==> src/rtl/core/gwm_pkg.sv <==
// shared types, character codes and case folding for the glob matcher
package gwm_pkg;

  localparam logic [7:0] CH_ANY  = 8'h3F;  // '?'
  localparam logic [7:0] CH_STAR = 8'h2A;  // '*'
  localparam logic [7:0] CH_UA   = 8'h41;  // 'A'
  localparam logic [7:0] CH_UZ   = 8'h5A;  // 'Z'
  localparam logic [7:0] CH_LA   = 8'h61;  // 'a'

  localparam logic REQ_PATTERN = 1'b0;
  localparam logic REQ_TEXT    = 1'b1;

  // one text step as seen by the nfa
  typedef struct packed {
    logic       fresh;    // first text item: start from position zero
    logic       consume;  // item carries a byte
    logic [7:0] ch;       // text byte
  } gwm_step_t;

  function automatic logic [7:0] fold_char(input logic [7:0] c);
    logic [7:0] r;
    r = c;
    if (c >= CH_UA && c <= CH_UZ) begin
      r = c - CH_UA + CH_LA;
    end
    return r;
  endfunction

endpackage

==> src/rtl/core/gwm_nfa.sv <==
// next position set of the glob nfa for one text item
module gwm_nfa #(
  parameter int MAX_PATTERN = 32
) (
  input  logic [MAX_PATTERN:0]   cur_set,
  input  logic [MAX_PATTERN-1:0] pat_star,
  input  logic [MAX_PATTERN-1:0] pat_any,
  input  logic [7:0]             pat_fold [MAX_PATTERN],
  input  logic [MAX_PATTERN-1:0] pat_valid,
  input  gwm_pkg::gwm_step_t     step,
  output logic [MAX_PATTERN:0]   nxt_set
);
  import gwm_pkg::*;

  localparam int N   = MAX_PATTERN;
  localparam int LVL = (N > 1) ? $clog2(N + 1) : 1;

  // reached star positions also reach the next position; parallel prefix over runs of stars
  function automatic logic [N:0] closure(input logic [N:0] s, input logic [N-1:0] prop);
    logic [N:0] g;
    logic [N:0] p;
    logic [N:0] gn;
    logic [N:0] pn;
    int         d;
    g    = s;
    p    = '0;
    p[N:1] = prop;
    for (int l = 0; l < LVL; l++) begin
      d = 1 << l;
      for (int j = 0; j <= N; j++) begin
        if (j >= d) begin
          gn[j] = g[j] | (p[j] & g[j-d]);
          pn[j] = p[j] & p[j-d];
        end else begin
          gn[j] = g[j];
          pn[j] = p[j];
        end
      end
      g = gn;
      p = pn;
    end
    return g;
  endfunction

  logic [N-1:0] prop;
  logic [N:0]   start_set;
  logic [N:0]   stepped;
  logic [7:0]   text_fold;
  logic [N:0]   seed;

  assign prop      = pat_valid & pat_star;
  assign text_fold = fold_char(step.ch);
  assign seed      = {{N{1'b0}}, 1'b1};
  assign start_set = step.fresh ? closure(seed, prop) : cur_set;

  always_comb begin
    stepped = '0;
    for (int i = 0; i < N; i++) begin
      if (start_set[i] && pat_valid[i]) begin
        if (pat_star[i]) begin
          stepped[i] = 1'b1;
        end else if (pat_any[i] || pat_fold[i] == text_fold) begin
          stepped[i+1] = 1'b1;
        end
      end
    end
  end

  assign nxt_set = step.consume ? closure(stepped, prop) : start_set;

endmodule

==> src/rtl/core/glob_wildcard_matcher.sv <==
// case-insensitive glob matcher: stores a pattern, streams text, reports a match per text
// Pattern and text bytes arrive on the slave stream, one transaction per cycle with no
// bubbles unless the slave side stalls; each is taken into an input register, and from it
// the whole position set of the nfa (every pattern position at once, star runs followed by
// a prefix network) is updated in the position set register and, for a text transaction
// marked last, the verdict is loaded into the result register. Pattern bytes beyond
// MAX_PATTERN are dropped, flagged as overflow, and force a mismatch. The slave side keeps
// accepting while a result waits, and stalls only when a second result is ready before the
// first has been taken.
module glob_wildcard_matcher #(
  parameter int MAX_PATTERN = 32
) (
  input  logic       clk,
  input  logic       rst,
  input  logic       s_tvalid,
  output logic       s_tready,
  input  logic [7:0] s_tdata,   // char_in
  input  logic [1:0] s_tuser,   // req_type, no_char
  input  logic       s_tlast,   // last
  output logic       m_tvalid,
  input  logic       m_tready,
  output logic [7:0] m_tdata    // matched, pattern_overflow, zero fill
);
  import gwm_pkg::*;

  localparam int N     = MAX_PATTERN;
  localparam int LEN_W = $clog2(N + 1);
  localparam int IDX_W = (N > 1) ? $clog2(N) : 1;

  // input register
  logic       in_valid;
  logic       in_req;
  logic [7:0] in_ch;
  logic       in_none;
  logic       in_last;

  // matcher state
  logic [LEN_W-1:0] length;
  logic [LEN_W-1:0] length_next;
  logic             closed;
  logic             ovf;
  logic             ovf_next;
  logic             text_open;
  logic [N:0]       pos_set;
  logic [N:0]       pos_next;
  logic [N-1:0]     pat_star;
  logic [N-1:0]     pat_any;
  logic [7:0]       pat_fold [N];
  logic [N-1:0]     pat_valid;

  // result register
  logic out_valid;
  logic out_matched;
  logic out_ovf;

  logic             emits;
  logic             advance;
  logic [LEN_W-1:0] len_base;
  logic             full;
  logic             store;
  gwm_step_t        step;

  assign emits    = (in_req == REQ_TEXT) && in_last;
  assign advance  = in_valid && (!emits || !out_valid || m_tready);
  assign s_tready = !in_valid || advance;

  always_ff @(posedge clk) begin
    if (rst) begin
      in_valid <= 1'b0;
    end else if (s_tready) begin
      in_valid <= s_tvalid;
    end
  end

  always_ff @(posedge clk) begin
    if (s_tready && s_tvalid) begin
      in_req  <= s_tuser[0];
      in_ch   <= s_tdata;
      in_none <= s_tuser[1];
      in_last <= s_tlast;
    end
  end

  // pattern side: a transaction after a closed pattern starts over
  assign len_base = closed ? '0 : length;
  assign full     = (len_base == LEN_W'(N));
  assign store    = !in_none && !full;

  always_comb begin
    length_next = len_base;
    if (store) begin
      length_next = len_base + LEN_W'(1);
    end
    ovf_next = (closed ? 1'b0 : ovf) | (!in_none && full);
  end

  always_comb begin
    for (int i = 0; i < N; i++) begin
      pat_valid[i] = (length > LEN_W'(i));
    end
  end

  always_ff @(posedge clk) begin
    if (advance && in_req == REQ_PATTERN && store) begin
      pat_star[len_base[IDX_W-1:0]] <= (in_ch == CH_STAR);
      pat_any[len_base[IDX_W-1:0]]  <= (in_ch == CH_ANY);
      pat_fold[len_base[IDX_W-1:0]] <= fold_char(in_ch);
    end
  end

  assign step.fresh   = !text_open;
  assign step.consume = !in_none;
  assign step.ch      = in_ch;

  gwm_nfa #(
    .MAX_PATTERN(MAX_PATTERN)
  ) u_nfa (
    .cur_set  (pos_set),
    .pat_star (pat_star),
    .pat_any  (pat_any),
    .pat_fold (pat_fold),
    .pat_valid(pat_valid),
    .step     (step),
    .nxt_set  (pos_next)
  );

  always_ff @(posedge clk) begin
    if (rst) begin
      length    <= '0;
      closed    <= 1'b1;
      ovf       <= 1'b0;
      text_open <= 1'b0;
      pos_set   <= '0;
    end else if (advance) begin
      if (in_req == REQ_PATTERN) begin
        text_open <= 1'b0;
        length    <= length_next;
        ovf       <= ovf_next;
        closed    <= in_last;
      end else begin
        pos_set   <= pos_next;
        text_open <= !in_last;
      end
    end
  end

  always_ff @(posedge clk) begin
    if (rst) begin
      out_valid <= 1'b0;
    end else if (advance && emits) begin
      out_valid <= 1'b1;
    end else if (m_tready) begin
      out_valid <= 1'b0;
    end
  end

  always_ff @(posedge clk) begin
    if (advance && emits) begin
      out_matched <= pos_next[length] && !ovf;
      out_ovf     <= ovf;
    end
  end

  assign m_tvalid = out_valid;
  assign m_tdata  = {6'b0, out_ovf, out_matched};

  // overflow can only be flagged once the pattern store is full
  a_ovf_full: assert property (@(posedge clk) disable iff (rst)
    ovf |-> length == LEN_W'(N))
    else $error("overflow flagged with pattern store not full");

  a_len_range: assert property (@(posedge clk) disable iff (rst)
    length <= LEN_W'(N))
    else $error("pattern length beyond capacity");

  a_ovf_no_match: assert property (@(posedge clk) disable iff (rst)
    out_valid |-> !(out_matched && out_ovf))
    else $error("match reported on an overflowed pattern");

  a_stall_hold: assert property (@(posedge clk) disable iff (rst)
    in_valid && !advance |=> in_valid && $stable(in_req) && $stable(in_last))
    else $error("stalled input register lost its transaction");

  a_accept_load: assert property (@(posedge clk) disable iff (rst)
    s_tvalid && s_tready |=> in_valid)
    else $error("accepted transaction not held in input register");

endmodule

==> config.mk <==
export PLATFORM = sky130hd
export DESIGN_NAME = glob_wildcard_matcher
export DESIGN_NICKNAME = d
export VERILOG_FILES = /design/src/rtl/core/gwm_pkg.sv /design/src/rtl/core/gwm_nfa.sv /design/src/rtl/core/glob_wildcard_matcher.sv
export SDC_FILE = /design/constraint.sdc
export NUM_CORES = 1
export LEC_CHECK = 0
export BUFFER_PORTS_ARGS = -buffer_cell sky130_fd_sc_hd__buf_2
export CAP_MARGIN = 30
export CORE_AREA = 8 8 343 212
export CTS_BUF_LIST = sky130_fd_sc_hd__clkbuf_4
export CTS_CLUSTER_DIAMETER = 200
export DETAILED_ROUTE_END_ITERATION = 8
export DIE_AREA = 0 0 351 220
export HOLD_SLACK_MARGIN = 0.1
export PLACE_DENSITY_LB_ADDON = 0.1
export RECOVER_POWER = 100
export SYNTH_ARGS = -nofsm -noshare
export SYNTH_HDL_FRONTEND = slang
export SYNTH_HIERARCHICAL = 1
export SYNTH_SLANG_ARGS = --single-unit
==> constraint.sdc <==
create_clock -name clk -period 10.4 [get_ports clk]
set_clock_uncertainty 0.15 [all_clocks]
set_input_delay 0.52 -clock clk [delete_from_list [all_inputs] [get_ports clk]]
set_output_delay 0.52 -clock clk [all_outputs]
set_load 0.05 [all_outputs]
* After elaboration in Yosys (flattened, before gate mapping)
Cells that the tools add are included.
** Word-level totals
- Bits in registers :: 377
- Output and inout bits :: 10
- Word-level logic and storage cells :: 763
- Input bits :: 15
** Cells by class
- Add/sub/neg operators :: 3
- Equality and inequality tests :: 35
- Reductions and logical operators :: 89
- Mux-type cells :: 147
- Bitwise operators :: 403
- Magnitude comparators :: 39
** Operators by type and width (count)
- $and 1x1->1 :: 264
- $bwmux 256 :: 1
- $eq 8x8->1 :: 32
- $or 1x1->1 :: 136
- $mux 1 :: 102
- $gt 6x5->1 const B :: 16
- $mux 33 :: 2
- $bwmux 32 :: 2
- $mux 2 :: 32
- $gt 6x4->1 const B :: 8
- $logic_and 1x1->1 :: 44
- $demux 8 s5 :: 1
- $logic_or 1x1->1 :: 35
- $and 32x32->32 :: 1
- $gt 6x3->1 const B :: 4
- $mux 8 :: 3
- $eq 8x6->1 const B :: 2
- $gt 6x1->1 const B :: 2
- $gt 6x2->1 const B :: 2
- $mux 6 :: 2
- $add 8x7->8 const B :: 1
- $ge 8x7->1 const B :: 1
- $le 8x7->1 const B :: 1
- $sub 8x7->8 const B :: 1
- other kinds (14) :: 21

* Longest topological paths before layout
- Word-level depth :: 83
- Mapped depth :: 22
- Mapped depth without buffers :: 21

* Hierarchy
Netlist, hierarchy kept.
** By module, submodules not included
- glob_wildcard_matcher :: seq. area each 10880.4 µm², area an instance 12743.5 µm², cells each 724, instances 1
- gwm_nfa :: seq. area each 0.0 µm², area an instance 7272.0 µm², cells each 1080, instances 1

* Least setup slack after synthesis
Ideal clock, no wire load.
- Path kind :: register to register
- From :: reg length[2]
- To :: reg out_matched (data pin)
- Cell stages (with the launch flop) :: 20
- Setup time :: 0.180 ns
- Path buffers :: 2
- Slack :: 5.760 ns
- Clock period less this slack :: 4.640 ns
- Data arrival time :: 4.310 ns
- Data required time :: 10.070 ns
- Cells stage by stage :: dfxtp_1 > clkbuf_1 > buf_1 > nor2_1 > o21ai_0 > nand4_1 > nor4_1 > nand3_1 > nor2_1 > a21oi_1 > or4b_1 > nor3b_1 > and3_1 > o2bb2ai_1 > a21oi_1 > a2bb2oi_1 > mux4_2 > mux2_2 > nand2_1 > a221oi_1
** Between the ends
- Elaborated cells on any way between the ends :: 532
- Classes of those cells :: 32 x order compare; 67 x mux; 400 x bitwise; 33 x reduce/logical
** RTL lines
- start: declaration :: line glob_wildcard_matcher.sv:38 : logic [LEN_W-1:0] length;
- start signal: assignment :: line glob_wildcard_matcher.sv:137 : length <= length_next;
- $gt 6x4->1 * :: line glob_wildcard_matcher.sv:99 : pat_valid[i] = (length > LEN_W'(i));
- named net pat_valid[9] :: line glob_wildcard_matcher.sv:49 : logic [N-1:0] pat_valid;
- $and 32x32->32 :: line gwm_nfa.sv:51 : assign prop = pat_valid & pat_star;
- $and 1x1->1 (3 in a row) :: line gwm_nfa.sv:33 : pn[j] = p[j] & p[j-d];
- $and 1x1->1 (on tied branches) :: line gwm_nfa.sv:33, gwm_nfa.sv:32
- $and 1x1->1 / $mux 33 (equally long branches) :: line gwm_nfa.sv:32, gwm_nfa.sv:54
- $mux 33 / $logic_and 1x1->1 (equally long branches) :: line gwm_nfa.sv:54, gwm_nfa.sv:59
- $logic_and 1x1->1 / $mux 2 (equally long branches) :: line gwm_nfa.sv:59 : if (start_set[i] && pat_valid[i]) begin
- (+7 left out)
- $and 1x1->1 / $or 1x1->1 (equally long branches) :: line gwm_nfa.sv:32 : gn[j] = g[j] | (p[j] & g[j-d]);
- $or 1x1->1 / $and 1x1->1 (equally long branches) :: line gwm_nfa.sv:32
- $or 1x1->1 (2 in a row) :: line gwm_nfa.sv:32
- $mux 33 * :: line gwm_nfa.sv:69 : assign nxt_set = step.consume ? closure(stepped, prop) : start_set;
- named net pos_next[27] :: line glob_wildcard_matcher.sv:45 : logic [N:0] pos_next;
- $bmux 1 s6 * :: line glob_wildcard_matcher.sv:159 : out_matched <= pos_next[length] && !ovf;
- $mux 1 (not written as such) * :: line glob_wildcard_matcher.sv:159
- $logic_and 1x1->1 * :: line glob_wildcard_matcher.sv:159
- end signal: assignment :: line glob_wildcard_matcher.sv:159
- end: declaration :: line glob_wildcard_matcher.sv:53 : logic out_matched;
The timed path passes the listed nets; every way through them passes the cells marked *. The select of a mux whose other input is x is not followed.
A chain may end at the register's enable or synchronous reset.

* Final worst setup path
- From :: reg in_ch[1]
- To :: reg out_matched (data pin)
** Between the ends
- Elaborated cells on any way between the ends :: 465
- Classes of those cells :: 2 x add/sub; 2 x order compare; 32 x eq/ne; 131 x mux; 264 x bitwise; 34 x reduce/logical
** RTL lines
- start: declaration :: line glob_wildcard_matcher.sv:33 : logic [7:0] in_ch;
- start signal: assignment :: line glob_wildcard_matcher.sv:78 : in_ch <= s_tdata;
- $sub 8x7->8, or another cell as far along :: line gwm_pkg.sv:24 : r = c - CH_UA + CH_LA;
- $add 8x7->8 / $logic_and 1x1->1 (equally long branches) :: line gwm_pkg.sv:24, gwm_pkg.sv:23
- $mux 8 * :: line gwm_pkg.sv:23 : if (c >= CH_UA && c <= CH_UZ) begin
- $eq 8x8->1 :: line gwm_nfa.sv:62 : end else if (pat_any[i] || pat_fold[i] == text_fold) begin
- $logic_or 1x1->1 :: line gwm_nfa.sv:62
- $mux 1 :: line gwm_nfa.sv:62
- $mux 1 :: line gwm_nfa.sv:60 : if (pat_star[i]) begin
- $mux 2 :: line gwm_nfa.sv:59
- (+8 left out)
- $and 1x1->1 / $or 1x1->1 (equally long branches) :: line gwm_nfa.sv:32
- $or 1x1->1 / $and 1x1->1 (equally long branches) :: line gwm_nfa.sv:32
- $or 1x1->1 * :: line gwm_nfa.sv:32
- $mux 33 * :: line gwm_nfa.sv:69
- named net pos_next[29] :: line glob_wildcard_matcher.sv:45
- $bmux 1 s6 * :: line glob_wildcard_matcher.sv:159
- $mux 1 (not written as such) * :: line glob_wildcard_matcher.sv:159
- $logic_and 1x1->1 * :: line glob_wildcard_matcher.sv:159
Marked as above.

==> impl_metrics.json <==
{
  "grt_use_total_pct": 18.1,
  "max-vdd-ir-drop_uv": 73.9,
  "worstMarginPinSlew_ns": 2.38,
  "use_met2_pct": 21.5,
  "p_per_area_nw_per_um2": 142,
  "cts.clk_slew.worst_paths_ns": 0.07,
  "crit_required_ns": 10.83,
  "area_growth_pct": 11.9,
  "wl_um": 70600,
  "initial_core_util_pct": 29.7,
  "globalplace.congestion": 0.894,
  "finalHoldViolCount": 0,
  "period_share_pct": 77.2,
  "synth_warnings": 6,
  "p_total_w": 0.00318,
  "global_route.peak_usage_layer": "met1",
  "fin_setup_tns_ns": 0,
  "fin_util_pct": 33.3,
  "status": "finished, violations left",
  "yosys_most_used_dff": "edfxtp_1",
  "htreeDepth": 3,
  "critical_path.cell_chain": "clkbuf_1, clkbuf_1, xnor2_1, nand3_1, nor3_1, a41oi_1, a211oi_1, a311o_1, a221oi_1, nand3_1, a211oi_1, o211ai_1, a31o_1, mux4_2, mux2_1, nand2_1, a221oi_1",
  "ys_seq_area_share_pct": 54.4,
  "gr-usage-met3_pct": 5.53,
  "use_met1_pct": 30.2,
  "vias_per_cell": 5.34,
  "critPathMaxFanout": 30,
  "crit_family": "buffers and inverters",
  "critPathCaptureType": "flop",
  "synthCells": 1804,
  "rsz0062_at_grt": "no",
  "violations": "capacitance limit, slew limit",
  "dpl.hpwl_um": 49600,
  "wl_per_cell_um": 24.4,
  "grt_max_degree": 43,
  "io_pins": 25,
  "grt_pass1_vias": 14600,
  "synth_edf_count": 333,
  "pre_cts_ws_ns": 4.09,
  "drc": 0,
  "die_h_um": 220,
  "cts_sinks": 377,
  "antenna_found_initial": 2,
  "core-area_um2": 67300,
  "hp-class": "input port to flop",
  "fillers": 6871,
  "die_area_um2": 77200,
  "finalCriticalPeriod_ns": 8.03,
  "cts_tree": "built",
  "clock_path_buffers": 3,
  "layout_setup_ws_ns": 2.37,
  "synthArstFlopShare_pct": 0,
  "max_freq_mhz": 125,
  "drive_gt1_share_pct": 11.8,
  "fin_nets": 1929,
  "critical_path.slowest_cell": "clkbuf_1",
  "max_slew_margin_pct": -58.4,
  "numCtsBuffers": 95,
  "die_w_um": 351,
  "ys_seq_elements": 377,
  "path_class": "flop to flop",
  "io_buffer_count": 18,
  "drv_slew": 490,
  "drtPass1Iterations": 8,
  "crit_arrival_ns": 8.46,
  "syn_area_um2": 20000,
  "synth.distinct_cells": 107,
  "cts_resized": 0,
  "syn_area_per_cell_um2": 11.1,
  "hold_buffers": 15,
  "clk-insertion-delay-late_ns": 0.89,
  "p_leak_nw": 7.15,
  "maxCapViolCount": 17,
  "ant_nets": 0,
  "postCtsSetupBuffers": 0,
  "clockRootBuffer": "clkbuf_4",
  "cp.buffers_inverters": 2,
  "num_rows": 74,
  "grt_pass1_wl_um": 103000,
  "drt_iter0_drc": 1772,
  "critPathMaxStageDelay_ns": 1.65,
  "cp-start-kind": "flop",
  "via_count": 15500,
  "setup_viol": 0,
  "grt-ovfl-total": 0
}
==> path summary, 6_finish.rpt <==
kind | slack, ns | start | cells past startpoint | end
setup / recovery | 2.37 | in_ch[1] | 17 | out_matched
hold reg to reg | 0.30 | pos_set[12] | 2 | pos_set[12]
setup reg to reg | 2.37 | in_ch[1] | 17 | out_matched
hold / removal | 0.23 | s_tdata[4] | 2 | in_ch[4]
==> power by group <==
group / total [W] / switching, W / leakage [nW] / internal, W
logic: 0.000225 / 0.000159 / 3.08 / 0.0000660
registers: 0.00166 / 0.00000850 / 3.36 / 0.00165
clock network: 0.00129 / 0.000656 / 0.715 / 0.000633
total: 0.00318 / 0.000824 / 7.15 / 0.00235
==> area by class of cell <==
cell class                      count  area (µm²)  share of cell area (%)
Sequential cell                   377       10900                    48.6
Multi-Input combinational cell   1307        8500                    38.0
Tap cell                          912        1140                    5.09
Clock buffer                      138        1040                    4.62
Timing Repair Buffer               90         543                    2.42
Clock inverter                     32         153                   0.681
Inverter                           37         139                   0.620
Antenna cell                        3        7.51                  0.0335
==> state kept, by name, indices dropped and copies added (netlist names), 6 cells and up <==
signal,flops
pos_set,33
length,6
in_ch,8
pat_any,32
pat_fold,256
pat_star,32
==> per-stage QoR <==
stage / area (µm²) / instances / hold WS [ns]
6_report: 22400 / 2896 / 0.234
5_1_grt: 22400 / 2895 / 0.125
4_1_cts: 22600 / 2891 / 0.120
3_5_place_dp: 21300 / 2706 / 0.294
3_3_place_gp: 21100 / 2692 / 0.291
2_1_floorplan: 20000 / 1809 / 0.282
==> cell families after synthesis <==
| kind of cell | Yosys count | share of synthesized area [%] |
|---|---|---|
| muxes | 17 | 1.19 |
| buffers and inverters | 125 | 3.07 |
| AOI/OAI and AO/OA | 402 | 14.7 |
| xor gates and xnor gates | 230 | 10.1 |
| and+or+nand+nor | 646 | 16.2 |
| other | 1 | 0.0187 |
| DFF | 377 | 54.4 |
| adders and majority gates | 6 | 0.375 |
==> placed cells by master, fill, tap and decap left out, types with 8 or more instances in the layout <==
cell	synthesis	layout
nand3_1	64	64
buf_4	22	19
clkbuf_1	39	39
nand2_1	172	172
o21ai_0	54	56
nor3_1	51	51
nor4_1	19	19
buf_2	20	14
or3_1	12	12
dfxtp_1	44	44
o21bai_1	12	11
xor2_1	114	114
o21a_1	9	9
nand3b_1	11	11
a31oi_1	19	19
a21o_1	14	14
inv_1	33	33
and2_1	10	8
dlygate4sd3_1	0	15
nor2_1	154	154
xnor2_1	116	116
a32oi_1	8	8
o31ai_1	9	9
nand4_1	32	32
nor3b_1	9	9
clkbuf_4	0	138
o211ai_1	7	9
a41oi_1	10	10
a22o_1	8	8
a2111oi_0	9	8
o2111ai_1	8	8
and3_1	18	18
o22ai_1	12	12
edfxtp_1	333	333
clkinv_1	3	27
a21oi_1	99	99
nand2b_1	28	28
a22oi_1	11	11
a211oi_1	15	15
nor2b_1	25	25
==> worst register-to-register path, stage by stage, from the launching register on <==
cell,delay [ns]
edfxtp_1,0.65
clkbuf_1,1.65
clkbuf_1,1.38
xnor2_1,0.18
nand3_1,0.13
nor3_1,0.08
a41oi_1,0.33
a211oi_1,0.11
a311o_1,0.40
a221oi_1,0.59
nand3_1,0.33
a211oi_1,0.35
o211ai_1,0.18
a31o_1,0.26
mux4_2,0.46
mux2_1,0.37
nand2_1,0.10
a221oi_1,0.08
==> Yosys cell counts (11+ instances only) <==
cell	number	share of area, %
nand4_1	32	1.0
o21ai_0	54	1.4
or3_1	12	0.38
o22ai_1	12	0.38
nand2_1	172	3.2
a21oi_1	99	2.5
nor4_1	19	0.59
and3_1	18	0.56
buf_2	20	0.50
o21bai_1	12	0.45
dfxtp_1	44	4.4
xnor2_1	116	5.1
inv_1	33	0.62
nor2b_1	25	0.78
a22oi_1	11	0.41
a21o_1	14	0.53
nand2b_1	28	0.88
nor3_1	51	1.3
a211oi_1	15	0.56
nand3b_1	11	0.41
buf_4	22	0.83
nor2_1	154	2.9
a31oi_1	19	0.59
xor2_1	114	5.0
edfxtp_1	333	50
clkbuf_1	39	0.73
nand3_1	64	1.6
==> per-layer routing <==
layer / share of wire (%) / vias to the layer above
met2: 35 / 669
met3: 9.7 / 75
met4: 1.2 / 0
met1: 54 / 7704
li1: - / 7023
met5: 0 / -
No activity file was read; power rests on OpenSTA's default activity.
